$ cat config.mk
export PLATFORM = sky130hd
export DESIGN_NAME = token_bucket_shaper
export DESIGN_NICKNAME = d
export VERILOG_FILES = /design/src/design/tbs_pkg.sv /design/src/design/tbs_mem.sv /design/src/design/tbs_apb.sv /design/src/design/token_bucket_shaper.sv
export SDC_FILE = /design/constraint.sdc
export NUM_CORES = 2
export LEC_CHECK = 0
export BUFFER_PORTS_ARGS = -buffer_cell sky130_fd_sc_hd__buf_2
export CAP_MARGIN = 20
export CORE_AREA = 2 2 644 646
export DETAILED_ROUTE_END_ITERATION = 8
export DIE_AREA = 0 0 646 648
export GPL_ROUTABILITY_DRIVEN = 0
export GPL_TIMING_DRIVEN = 0
export PLACE_DENSITY = 0.48
export SETUP_SLACK_MARGIN = 0.3
export SLEW_MARGIN = 20
export SYNTH_ARGS = -nofsm -noshare
export SYNTH_HDL_FRONTEND = slang
export SYNTH_SLANG_ARGS = --single-unit
$ cat constraint.sdc
create_clock -name clk -period 5.05 [get_ports clk]
set_input_delay 0.2525 -clock clk [delete_from_list [all_inputs] [get_ports clk]]
set_output_delay 0.2525 -clock clk [all_outputs]
set_load 0.01 [all_outputs]
$ cat src/design/tbs_pkg.sv
// Shared types and codes of the token bucket shaper.
`default_nettype none
package tbs_pkg;

  // One waiting packet as held in the queue memory.
  typedef struct packed {
    logic [15:0] num;
    logic [15:0] serv;
    logic [15:0] need;
  } tbs_entry_t;

  // Result status codes.
  localparam logic [2:0] ST_QUEUED    = 3'd0;
  localparam logic [2:0] ST_FORWARDED = 3'd1;
  localparam logic [2:0] ST_DROP_BIG  = 3'd2;
  localparam logic [2:0] ST_DROP_FULL = 3'd3;
  localparam logic [2:0] ST_TOK_KEPT  = 3'd4;
  localparam logic [2:0] ST_TOK_DROP  = 3'd5;

  // Command codes.
  localparam logic CMD_ARRIVAL = 1'b0;
  localparam logic CMD_TICK    = 1'b1;

  // Register indexes.
  localparam logic REG_BUCKET_DEPTH = 1'b0;

  localparam logic [15:0] BUCKET_DEPTH_RESET = 16'd10;

endpackage
`default_nettype wire

$ cat src/design/tbs_mem.sv
// Queue memory: one write port, one read port with registered read data.
`default_nettype none
module tbs_mem #(
  parameter int DEPTH = 64,
  parameter int AW    = 6
) (
  input  wire logic              clk,
  input  wire logic              we,
  input  wire logic [AW-1:0]     waddr,
  input  wire tbs_pkg::tbs_entry_t wdata,
  input  wire logic              re,
  input  wire logic [AW-1:0]     raddr,
  output tbs_pkg::tbs_entry_t    rdata
);
  import tbs_pkg::*;

  tbs_entry_t mem [DEPTH];

  always_ff @(posedge clk) begin
    if (we) begin
      mem[waddr] <= wdata;
    end
  end

  always_ff @(posedge clk) begin
    if (re) begin
      rdata <= mem[raddr];
    end
  end

endmodule
`default_nettype wire

$ cat src/design/tbs_apb.sv
// Configuration register port: holds the bucket depth.
`default_nettype none
module tbs_apb (
  input  wire logic        clk,
  input  wire logic        rst,
  input  wire logic        psel,
  input  wire logic        penable,
  input  wire logic        pwrite,
  input  wire logic [2:0]  paddr,
  input  wire logic [31:0] pwdata,
  output logic [31:0]      prdata,
  output logic             pready,
  output logic [15:0]      bucket_depth
);
  import tbs_pkg::*;

  logic wr_en;

  assign pready = 1'b1;
  // decode on the word index; byte lanes below it are ignored
  assign wr_en  = psel && penable && pwrite && (paddr[2] == REG_BUCKET_DEPTH);

  always_ff @(posedge clk) begin
    if (rst) begin
      bucket_depth <= BUCKET_DEPTH_RESET;
    end else if (wr_en) begin
      bucket_depth <= pwdata[15:0];
    end
  end

  always_comb begin
    if (paddr[2] == REG_BUCKET_DEPTH) begin
      prdata = {16'd0, bucket_depth};
    end else begin
      prdata = 32'd0;
    end
  end

endmodule
`default_nettype wire

$ cat src/design/token_bucket_shaper.sv
// Token bucket shaper top level: control, queue state and result register.
// The accept edge writes the tail and reads the head entry into the registered read data;
// the result register loads as the evaluate state ends. No new beat is taken until then;
// the evaluate cycle holds while a previous result is not yet taken.
// Reset (rst, synchronous, input held off): level, pointers, fill, sequence and control clear,
// depth back to 10; queue contents are not cleared and need no clearing pass.
`default_nettype none
module token_bucket_shaper #(
  parameter int QUEUE_DEPTH = 64
) (
  input  wire logic        clk,
  input  wire logic        rst,
  // input beats
  input  wire logic        s_tvalid,
  output logic             s_tready,
  input  wire logic [31:0] s_tdata,   // [15:0] tokens_needed, [31:16] service_time
  input  wire logic [0:0]  s_tuser,   // [0] command
  // result beats
  output logic             m_tvalid,
  input  wire logic        m_tready,
  output logic [55:0]      m_tdata,   // [15:0] packet_number, [31:16] packet_service_time,
                                      // [47:32] bucket_level, [54:48] queue_count, [55] zero
  output logic [2:0]       m_tuser,   // [2:0] status
  // configuration
  input  wire logic        psel,
  input  wire logic        penable,
  input  wire logic        pwrite,
  input  wire logic [2:0]  paddr,
  input  wire logic [31:0] pwdata,
  output logic [31:0]      prdata,
  output logic             pready
);
  import tbs_pkg::*;

  localparam int AW = (QUEUE_DEPTH > 1) ? $clog2(QUEUE_DEPTH) : 1;
  localparam int FW = $clog2(QUEUE_DEPTH + 1);
  localparam logic [AW-1:0] LAST_PTR = AW'(QUEUE_DEPTH - 1);
  localparam logic [FW-1:0] FULL_FILL = FW'(QUEUE_DEPTH);

  localparam logic S_IDLE = 1'b0;
  localparam logic S_EVAL = 1'b1;

  logic [15:0]   bucket_depth;
  logic          state;
  logic [15:0]   level;
  logic [AW-1:0] head;
  logic [AW-1:0] tail;
  logic [FW-1:0] fill;
  logic [15:0]   seq;

  // latched beat
  logic          cmd;
  logic          too_big;
  logic          enq;
  logic          fwd;
  tbs_entry_t    item;

  tbs_entry_t    rd_entry;
  tbs_entry_t    head_entry;
  tbs_entry_t    wr_entry;

  logic          accept;
  logic          done;
  logic [15:0]   seq_inc;
  logic          in_too_big;
  logic          in_enq;

  logic [15:0]   level_next;
  logic [AW-1:0] head_next;
  logic [FW-1:0] fill_next;
  logic [15:0]   level_tmp;
  logic [FW-1:0] fill_tmp;
  logic          tick_kept;
  logic          release_ok;
  logic [2:0]    res_status;
  logic [15:0]   res_num;
  logic [15:0]   res_serv;

  tbs_apb u_apb (
    .clk          (clk),
    .rst          (rst),
    .psel         (psel),
    .penable      (penable),
    .pwrite       (pwrite),
    .paddr        (paddr),
    .pwdata       (pwdata),
    .prdata       (prdata),
    .pready       (pready),
    .bucket_depth (bucket_depth)
  );

  // Accept side: numbering, drop checks and the tail write all happen on the accept edge.
  // Hold off input while reset is applied.
  assign s_tready   = (state == S_IDLE) && !rst;
  assign accept     = s_tvalid && s_tready;
  assign seq_inc    = seq + 16'd1;
  assign in_too_big = (s_tdata[15:0] > bucket_depth);
  assign in_enq     = (s_tuser[0] == CMD_ARRIVAL) && !in_too_big && (fill != FULL_FILL);

  assign wr_entry.num  = seq_inc;
  assign wr_entry.serv = s_tdata[31:16];
  assign wr_entry.need = s_tdata[15:0];

  tbs_mem #(
    .DEPTH (QUEUE_DEPTH),
    .AW    (AW)
  ) u_mem (
    .clk   (clk),
    .we    (accept && in_enq),
    .waddr (tail),
    .wdata (wr_entry),
    .re    (accept),
    .raddr (head),
    .rdata (rd_entry)
  );

  // With an empty queue the head slot is the one written on this edge: forward the beat.
  assign head_entry = fwd ? item : rd_entry;

  // Evaluate side: bucket update, head release and result.
  always_comb begin
    tick_kept = (cmd == CMD_TICK) && (level < bucket_depth);
    level_tmp = tick_kept ? (level + 16'd1) : level;
    fill_tmp  = fill + FW'(enq);
    release_ok = (fill_tmp != '0) && (head_entry.need <= level_tmp) &&
                 (enq || tick_kept);

    level_next = level_tmp;
    head_next  = head;
    fill_next  = fill_tmp;
    res_serv   = 16'd0;
    res_num    = (cmd == CMD_ARRIVAL) ? item.num : 16'd0;

    if (release_ok) begin
      level_next = level_tmp - head_entry.need;
      head_next  = (head == LAST_PTR) ? '0 : (head + AW'(1));
      fill_next  = fill_tmp - FW'(1);
      res_num    = head_entry.num;
      res_serv   = head_entry.serv;
    end

    if (cmd == CMD_ARRIVAL) begin
      if (too_big) begin
        res_status = ST_DROP_BIG;
      end else if (!enq) begin
        res_status = ST_DROP_FULL;
      end else if (release_ok) begin
        res_status = ST_FORWARDED;
      end else begin
        res_status = ST_QUEUED;
      end
    end else begin
      if (!tick_kept) begin
        res_status = ST_TOK_DROP;
      end else if (release_ok) begin
        res_status = ST_FORWARDED;
      end else begin
        res_status = ST_TOK_KEPT;
      end
    end
  end

  // Hold the evaluate cycle until the result register is free or being emptied.
  assign done = (state == S_EVAL) && (!m_tvalid || m_tready);

  always_ff @(posedge clk) begin
    if (rst) begin
      state    <= S_IDLE;
      level    <= 16'd0;
      head     <= '0;
      tail     <= '0;
      fill     <= '0;
      seq      <= 16'd0;
      m_tvalid <= 1'b0;
    end else begin
      case (state)
        S_IDLE: begin
          if (accept) begin
            state <= S_EVAL;
            if (s_tuser[0] == CMD_ARRIVAL) begin
              seq <= seq_inc;
            end
            if (in_enq) begin
              tail <= (tail == LAST_PTR) ? '0 : (tail + AW'(1));
            end
          end
        end
        S_EVAL: begin
          if (done) begin
            state <= S_IDLE;
            level <= level_next;
            head  <= head_next;
            fill  <= fill_next;
          end
        end
        default: begin
          state <= S_IDLE;
        end
      endcase

      if (done) begin
        m_tvalid <= 1'b1;
      end else if (m_tready) begin
        m_tvalid <= 1'b0;
      end
    end
  end

  // Beat and result payload registers.
  always_ff @(posedge clk) begin
    if (accept) begin
      cmd     <= s_tuser[0];
      too_big <= in_too_big;
      enq     <= in_enq;
      fwd     <= (fill == '0);
      item    <= wr_entry;
    end
    if (done) begin
      m_tuser <= res_status;
      m_tdata <= {1'b0, 7'(fill_next), level_next, res_serv, res_num};
    end
  end

endmodule
`default_nettype wire

== Yosys cells after proc, flatten, opt, wreduce, memory -nomap -nowiden ==
Memory sizes are Yosys's and may differ from the RTL's. A register that Yosys moved wholly into a read port is not among the register bits.
Index checks and enable logic that the tools add are counted.

* Equality and inequality tests: 3
* $add $sub $neg: 7
* Reduce and logical (&&, ||, !) cells: 24
* Multiplexer cells: 22
* Magnitude comparators: 3
* Bitwise operators: 3

{| class="wikitable"
|+ Operators by type and width
! kind !! count
|-
| $mux W16 || 5
|-
| $mux W48 || 1
|-
| $add A16 B1 Y16 const B || 2
|-
| $gt A16 B16 Y1 || 1
|-
| $le A16 B16 Y1 || 1
|-
| $lt A16 B16 Y1 || 1
|-
| $sub A16 B16 Y16 || 1
|-
| $add A6 B1 Y6 const B || 2
|-
| $eq A6 B6 Y1 const B || 2
|-
| $logic_and A1 B1 Y1 || 12
|-
| $mux W6 || 2
|-
| $mux W3 || 3
|-
| $reduce_and A3 Y1 || 3
|-
| $add A7 B1 Y7 || 1
|-
| $logic_not A7 Y1 || 1
|-
| $mux W1 || 7
|-
| $mux W7 || 1
|-
| $ne A7 B7 Y1 const B || 1
|-
| $reduce_bool A7 Y1 || 1
|-
| $sub A7 B1 Y7 const B || 1
|-
| $mux W2 || 2
|-
| $logic_not A1 Y1 || 3
|-
| $not A1 Y1 || 3
|-
| $logic_or A1 B1 Y1 || 2
|-
| 3 further kinds || 3
|}

* Memory bits (writable): 3,072
* Logic and storage cells: 81
* Input port bits: 75
* Register bits: 179
* Output and inout bits: 94
* Memories: 1

{| class="wikitable"
|+ Memory list
! memory !! depth !! width !! read ports !! clocked after memory_dff !! write ports !! RTL line !! text
|-
| u_mem.mem || 64 || 48 || 1 || 1 || 1 || tbs_mem.sv:17 || <nowiki>tbs_entry_t mem [DEPTH];</nowiki>
|}

== Logic depth before layout (Yosys ltp) ==
* Depth after elaboration: 10
* Depth in mapped cells: 22
* Mapped depth without buffers: 19

== By module ==
From an unflattened synthesis, not the netlist that was laid out.

* Cell total of the unflattened synthesis: 5,898
* Area, all modules: 127,402.2 um^2

{| class="wikitable"
|+ By module, submodules not included
! module !! cells an instance !! area an instance (um^2) !! sequential area each (um^2) !! times used
|-
| tbs_mem || 4,970 || 117,597.8 || 93,689.9 || 1
|-
| token_bucket_shaper || 822 || 8,827.2 || 4,364.2 || 1
|-
| tbs_apb || 106 || 977.2 || 320.3 || 1
|}

== Worst setup path after synthesis ==
OpenSTA, ideal clock, no wires.

* Path type: register to register
* Start: register u_apb.bucket_depth[1]
* End: memory u_mem.mem[59][0] (netlist bit) (enable)
* Path buffers: 2
* Setup time: 0.454 ns
* Required time: 4.596 ns
* Data arrival time: 4.770 ns
* Slack: -0.174 ns
* Stages on the path, launching flop included: 14
* Path through: dfxtp_1 inv_1 ha_1 nor2b_1 o21a_1 o21a_1 o21ai_0 a21oi_1 o311a_1 or4_1 buf_2 or3_1 buf_2 nor2_1

* Word-level cells in the longest chain between the ends: 7

{| class="wikitable"
|+ Ends and longest elaborated chain
! what !! RTL line !! text
|-
| start: declaration || tbs_apb.sv:13 || <nowiki>output logic [15:0] bucket_depth</nowiki>
|-
| start signal: assignment || tbs_apb.sv:27 || <nowiki>bucket_depth <= pwdata[15:0];</nowiki>
|-
| $gt A16 B16 Y1 || token_bucket_shaper.sv:97 || <nowiki>assign in_too_big = (s_tdata[15:0] > bucket_depth);</nowiki>
|-
| net in_too_big || token_bucket_shaper.sv:65 || <nowiki>logic in_too_big;</nowiki>
|-
| $logic_not A1 Y1 || token_bucket_shaper.sv:98 || <nowiki>assign in_enq = (s_tuser[0] == CMD_ARRIVAL) && !in_too_big && (fill != FULL_FILL);</nowiki>
|-
| $logic_and A1 B1 Y1 (2 in a row) || token_bucket_shaper.sv:98 ||
|-
| $logic_and A1 B1 Y1 || token_bucket_shaper.sv:109 || <nowiki>.we (accept && in_enq),</nowiki>
|-
| $mux W1 || tbs_mem.sv:20 || <nowiki>if (we) begin</nowiki>
|-
| $mux W1 (not written as such) || tbs_mem.sv:21 || <nowiki>mem[waddr] <= wdata;</nowiki>
|-
| end: declaration || tbs_mem.sv:17 ||
|}

The timed path passes the listed nets, and every way through them passes these cells.

== Worst setup path after layout ==
* Start: register level[1]
* End: register m_tdata[6] (data pin)

* Word-level cells in the longest chain between the ends: 7
* Elaborated cells on any way between the ends: 9

{| class="wikitable"
|+ Ends and longest elaborated chain
! what !! RTL line !! text
|-
| start: declaration || token_bucket_shaper.sv:45 || <nowiki>logic [15:0] level;</nowiki>
|-
| start signal: assignment || token_bucket_shaper.sv:191 || <nowiki>level <= level_next;</nowiki>
|-
| $lt A16 B16 Y1 || token_bucket_shaper.sv:122 || <nowiki>tick_kept = (cmd == CMD_TICK) && (level < bucket_depth);</nowiki>
|-
| $logic_and A1 B1 Y1 || token_bucket_shaper.sv:122 ||
|-
| $mux W16 || token_bucket_shaper.sv:123 || <nowiki>level_tmp = tick_kept ? (level + 16'd1) : level;</nowiki>
|-
| $le A16 B16 Y1 || token_bucket_shaper.sv:125 || <nowiki>release_ok = (fill_tmp != '0) && (head_entry.need <= level_tmp) &&</nowiki>
|-
| $logic_and A1 B1 Y1 || token_bucket_shaper.sv:125 ||
|-
| $logic_and A1 B1 Y1 * || token_bucket_shaper.sv:125 ||
|-
| $mux W16 * || token_bucket_shaper.sv:134 || <nowiki>if (release_ok) begin</nowiki>
|-
| net res_num[6] || token_bucket_shaper.sv:76 || <nowiki>logic [15:0] res_num;</nowiki>
|-
| end signal: assignment || token_bucket_shaper.sv:220 || <nowiki>m_tdata <= {1'b0, 7'(fill_next), level_next, res_serv, res_num};</nowiki>
|-
| end: declaration || token_bucket_shaper.sv:21 || <nowiki>output logic [55:0] m_tdata,</nowiki>
|}

The timed path passes the listed nets; every way through them passes the cells marked *.
A chain may end at the register's enable or synchronous reset.

==> flow_summary.rst <==
.. list-table::
   :header-rows: 1

   * - Metric
     - Value
   * - Global-route wire length before repair
     - 516,000 um
   * - Most common cell in the netlist
     - edfxtp_1
   * - Clock-pin transition on the worst setup and hold timing paths
     - approximately 0.06 ns
   * - Total count of hold-check failures in the final report
     - 0
   * - Final routed wire length divided by cell count
     - around 31 um
   * - Die outline height
     - 648 um
   * - Max-slew violation count
     - 0
   * - Leak
     - approximately 0.049 uW
   * - Post-synth EDFFs
     - 3,230
   * - Minimum setup slack after placement
     - -1.58 ns
   * - Number of buffers inserted during clock tree synthesis
     - 363
   * - Crit-path max cell delay
     - 0.47 ns
   * - Worst clock skew
     - 0.0508 ns
   * - Per-cell via count in the routed design
     - 5.13
   * - IO buf count
     - 131
   * - Mean instance size in the synthesized netlist
     - ~24 um^2
   * - Register area
     - slightly below 0.1 mm^2
   * - Maximum number of pins on one net before global-route repair
     - 67
   * - Post-synthesis register bit count
     - 3,299
   * - Largest cells by area after synthesis
     - edfxtp_1, mux4_2, dfxtp_1
   * - Area of the die
     - between 0.4 and 0.5 mm^2
   * - Fraction of layout cells with a size suffix above 1
     - 0.369
   * - Required @ worst endpoint
     - 5.73 ns
   * - Initial antenna violation count
     - 30
   * - Final setup violating endpoints
     - 0
   * - Sinks on Clock Net
     - approximately 3,300
   * - Total congestion overflow after global routing
     - 0
   * - Number of cell rows
     - between 200 and 250
   * - Number of instances in the synthesized netlist
     - 5,385
   * - Result of the run
     - completed
   * - Post-route clock period utilization
     - 0.953
   * - Slowest stage cell, crit path
     - a2111o_1
   * - Area growth syn-to-layout
     - 22.9%
   * - Filler-free cell count of the finished design
     - 12,148
   * - Portion of synthesized cell area occupied by the leading cell type
     - 0.762
   * - Actual transition at the worst max-transition pin
     - 1.20 ns
   * - Drt first-iter violations
     - 7,048
   * - Clock latency on the worst-skew pair
     - 0.94 ns
   * - Final critical path time including I/O delays and setup
     - 4.81 ns
   * - Starting density of the core
     - 0.309
   * - Min setup slack post-route
     - ~0.24 ns
   * - Total DRC errors in the routed layout
     - 0
   * - Gr usage total
     - 0.177
   * - Maximum clock frequency
     - 208 MHz
   * - Largest buffer count on any clock path
     - 4
   * - NumNets Final
     - 6,508
   * - Die width
     - 646 um
   * - Top cell type by total area after synthesis
     - edfxtp_1
   * - Footprint of the multi-input gates
     - 0.0291 mm^2
   * - Clock tree from TritonCTS
     - yes
   * - Main flop type after synthesis
     - edfxtp_1
   * - Post-Route Hold Slack
     - 0.112 ns
   * - Worst slew margin
     - 0.198
   * - Count of H-tree levels built during CTS
     - 5
   * - Critical path start-end classification
     - flip-flop to flip-flop
   * - Fraction of the yosys area taken by sequential cells
     - 0.773
   * - Hold WC Path Type
     - input pin to flip-flop
   * - Via count of the first global-routing pass
     - 62,755
   * - Placed Cells incl. Taps
     - between 10,000 and 15,000
   * - Layout Utilization
     - 0.380
   * - Vias
     - 62,353
   * - Total detailed-routing wirelength
     - 379,000 um
   * - Cell-by-cell trace of the critical path
     - ha_4, a2111o_1, and3_4, nor4b_4, nand4_1, nor2_2, xor2_2, ha_1, clkbuf_8, and3_4, nand2_4, inv_1, a221o_1, a21oi_4, a21o_1, buf_8, buf_6, a21oi_4, buf_12, clkbuf_16, a22o_4
   * - Type of origin of the critical path
     - flip-flop
   * - Setup repair after global routing missed its margin
     - true
   * - Antenna Violating Nets Remaining
     - 0
   * - Final HPWL from detailed placement
     - 268,000 um
   * - Most frequent cells after synthesis
     - edfxtp_1, mux4_2, clkbuf_1
   * - Total iterations of the first detailed-routing run
     - 7
   * - Synth async-reset ratio
     - 0
   * - Number of distinct standard cells referenced by the synthesized netlist
     - 79
   * - Yosys synthesis warning count
     - 0
   * - Final total negative setup slack
     - 0 ns
   * - Data arrival time at the worst-slack endpoint
     - 5.49 ns
   * - Total standard cell area after synthesis
     - 0.127 mm^2
   * - Clock tree root driver cell
     - clkbuf_16
   * - Peak supply drop
     - 0.275 mV
   * - Areal power density over the cells
     - between 300 and 400 mW/mm^2
   * - Placeable core area
     - 0.412 mm^2
   * - Number of max-cap violations
     - 0
   * - Boundary Pins
     - around 170
   * - Kind of capture point of the worst setup path
     - flip-flop
   * - Peak fanout along the critical path
     - 5
   * - Number of fill cells in the layout
     - around 37,000
==> kinds of logic (layout without fill, tap and decap cells) <==
kind of cell,after synthesis,after routing,synth area share
flip-flops,3299,3299,0.773
multiplexers,1050,1050,0.182
buffers and inverters,333,1597,0.0107
adder cells (fa/ha/maj),55,55,0.00546
AO/OA/AOI/OAI,184,184,0.0101
AND/OR/NAND/NOR,391,391,0.0146
XOR/XNOR,71,71,0.00488
other,2,27,0.0000590
==> worst max-delay path, delay by kind of cell, from the launching register on <==
family          cells  cell delay, ns
compound gates      6            1.45
flops               1            0.40
buf+inv             6            0.79
fa+ha+maj           2            0.49
simple gates        6            1.17
xor+xnor            1            0.24
==> placed cells by master, fill, tap and decap left out, drive strengths merged, types with 43 or more instances in the layout <==
| cell type | synthesis | final |
|---|---|---|
| edfxtp | 3230 | 3230 |
| mux4 | 1008 | 1008 |
| clkbuf | 187 | 643 |
| buf | 109 | 639 |
| nor2 | 165 | 165 |
| clkinv | 0 | 162 |
| nand2 | 99 | 99 |
| dfxtp | 69 | 69 |
| dlygate4sd3 | 0 | 65 |
| a21oi | 56 | 56 |
| ha | 54 | 54 |
| inv | 37 | 49 |
| xor2 | 43 | 43 |
==> final timing paths <==
| check | slack [ns] | depth (start not counted) | to | from |
|---|---|---|---|---|
| hold reg to reg | 0.46 | 2 | u_apb.bucket_depth[14]$_SDFFE_PP0P_ | u_apb.bucket_depth[14]$_SDFFE_PP0P_ |
| hold / removal | 0.11 | 4 | u_apb.bucket_depth[1]$_SDFFE_PP1P_ | pwdata[1] |
| setup / recovery | 0.24 | 21 | m_tdata[6]$_DFFE_PP_ | level[1]$_SDFFE_PP0P_ |
| setup reg to reg | 0.24 | 21 | m_tdata[6]$_DFFE_PP_ | level[1]$_SDFFE_PP0P_ |
==> through the flow <==
stage	power (uW)	instance area (um^2)
finish	57400	156000
global route	59000	156000
CTS	57900	154000
detailed placement	31600	141000
global placement	31500	135000
floorplan	31000	127000
==> registers in the layout, summed over array words and instances (netlist names) <==
name and cells:
tail 6, level 16, item 48, u_mem.rdata 48, seq 16, enq 1, m_tvalid 1, u_mem.mem 3072
cmd 1, m_tuser 3, u_apb.bucket_depth 16, fill 7, state 1, m_tdata 55, fwd 1, too_big 1
head 6
==> layout make-up <==
class / instances / share of cell area
multi-input cells: 1769 / 0.186
clock buffers: 439 / 0.0609
flip-flops and latches: 3299 / 0.629
inverters: 37 / 0.000968
diodes: 9 / 0.000144
plain buffers: 296 / 0.00973
clock inverters: 213 / 0.0134
repair buffers: 612 / 0.0561
well taps: 5474 / 0.0438
==> report_power, final <==
part	leakage [uW]	internal [uW]	switching [uW]	total (uW)
clock network	0.00572	15200	11000	26200
registers	0.0309	30000	37.2	30000
logic	0.0128	391	754	1150
==> repair_timing <==
action	4_1_cts	5_1_grt
gates resized for setup	112	117
endpoints found under the hold margin	504	1459
hold buffers	47	24
gates cloned	0	3
pin swaps	24	68
endpoints found under the setup margin	1786	870
buffers inserted	53	100
==> per-layer routing <==
metal  wire [um]  track usage
met5          81            0
met4       10900       0.0481
met3       22500       0.0280
met2      180000        0.287
met1      165000        0.249
Power figures use the tool's default switching activity.
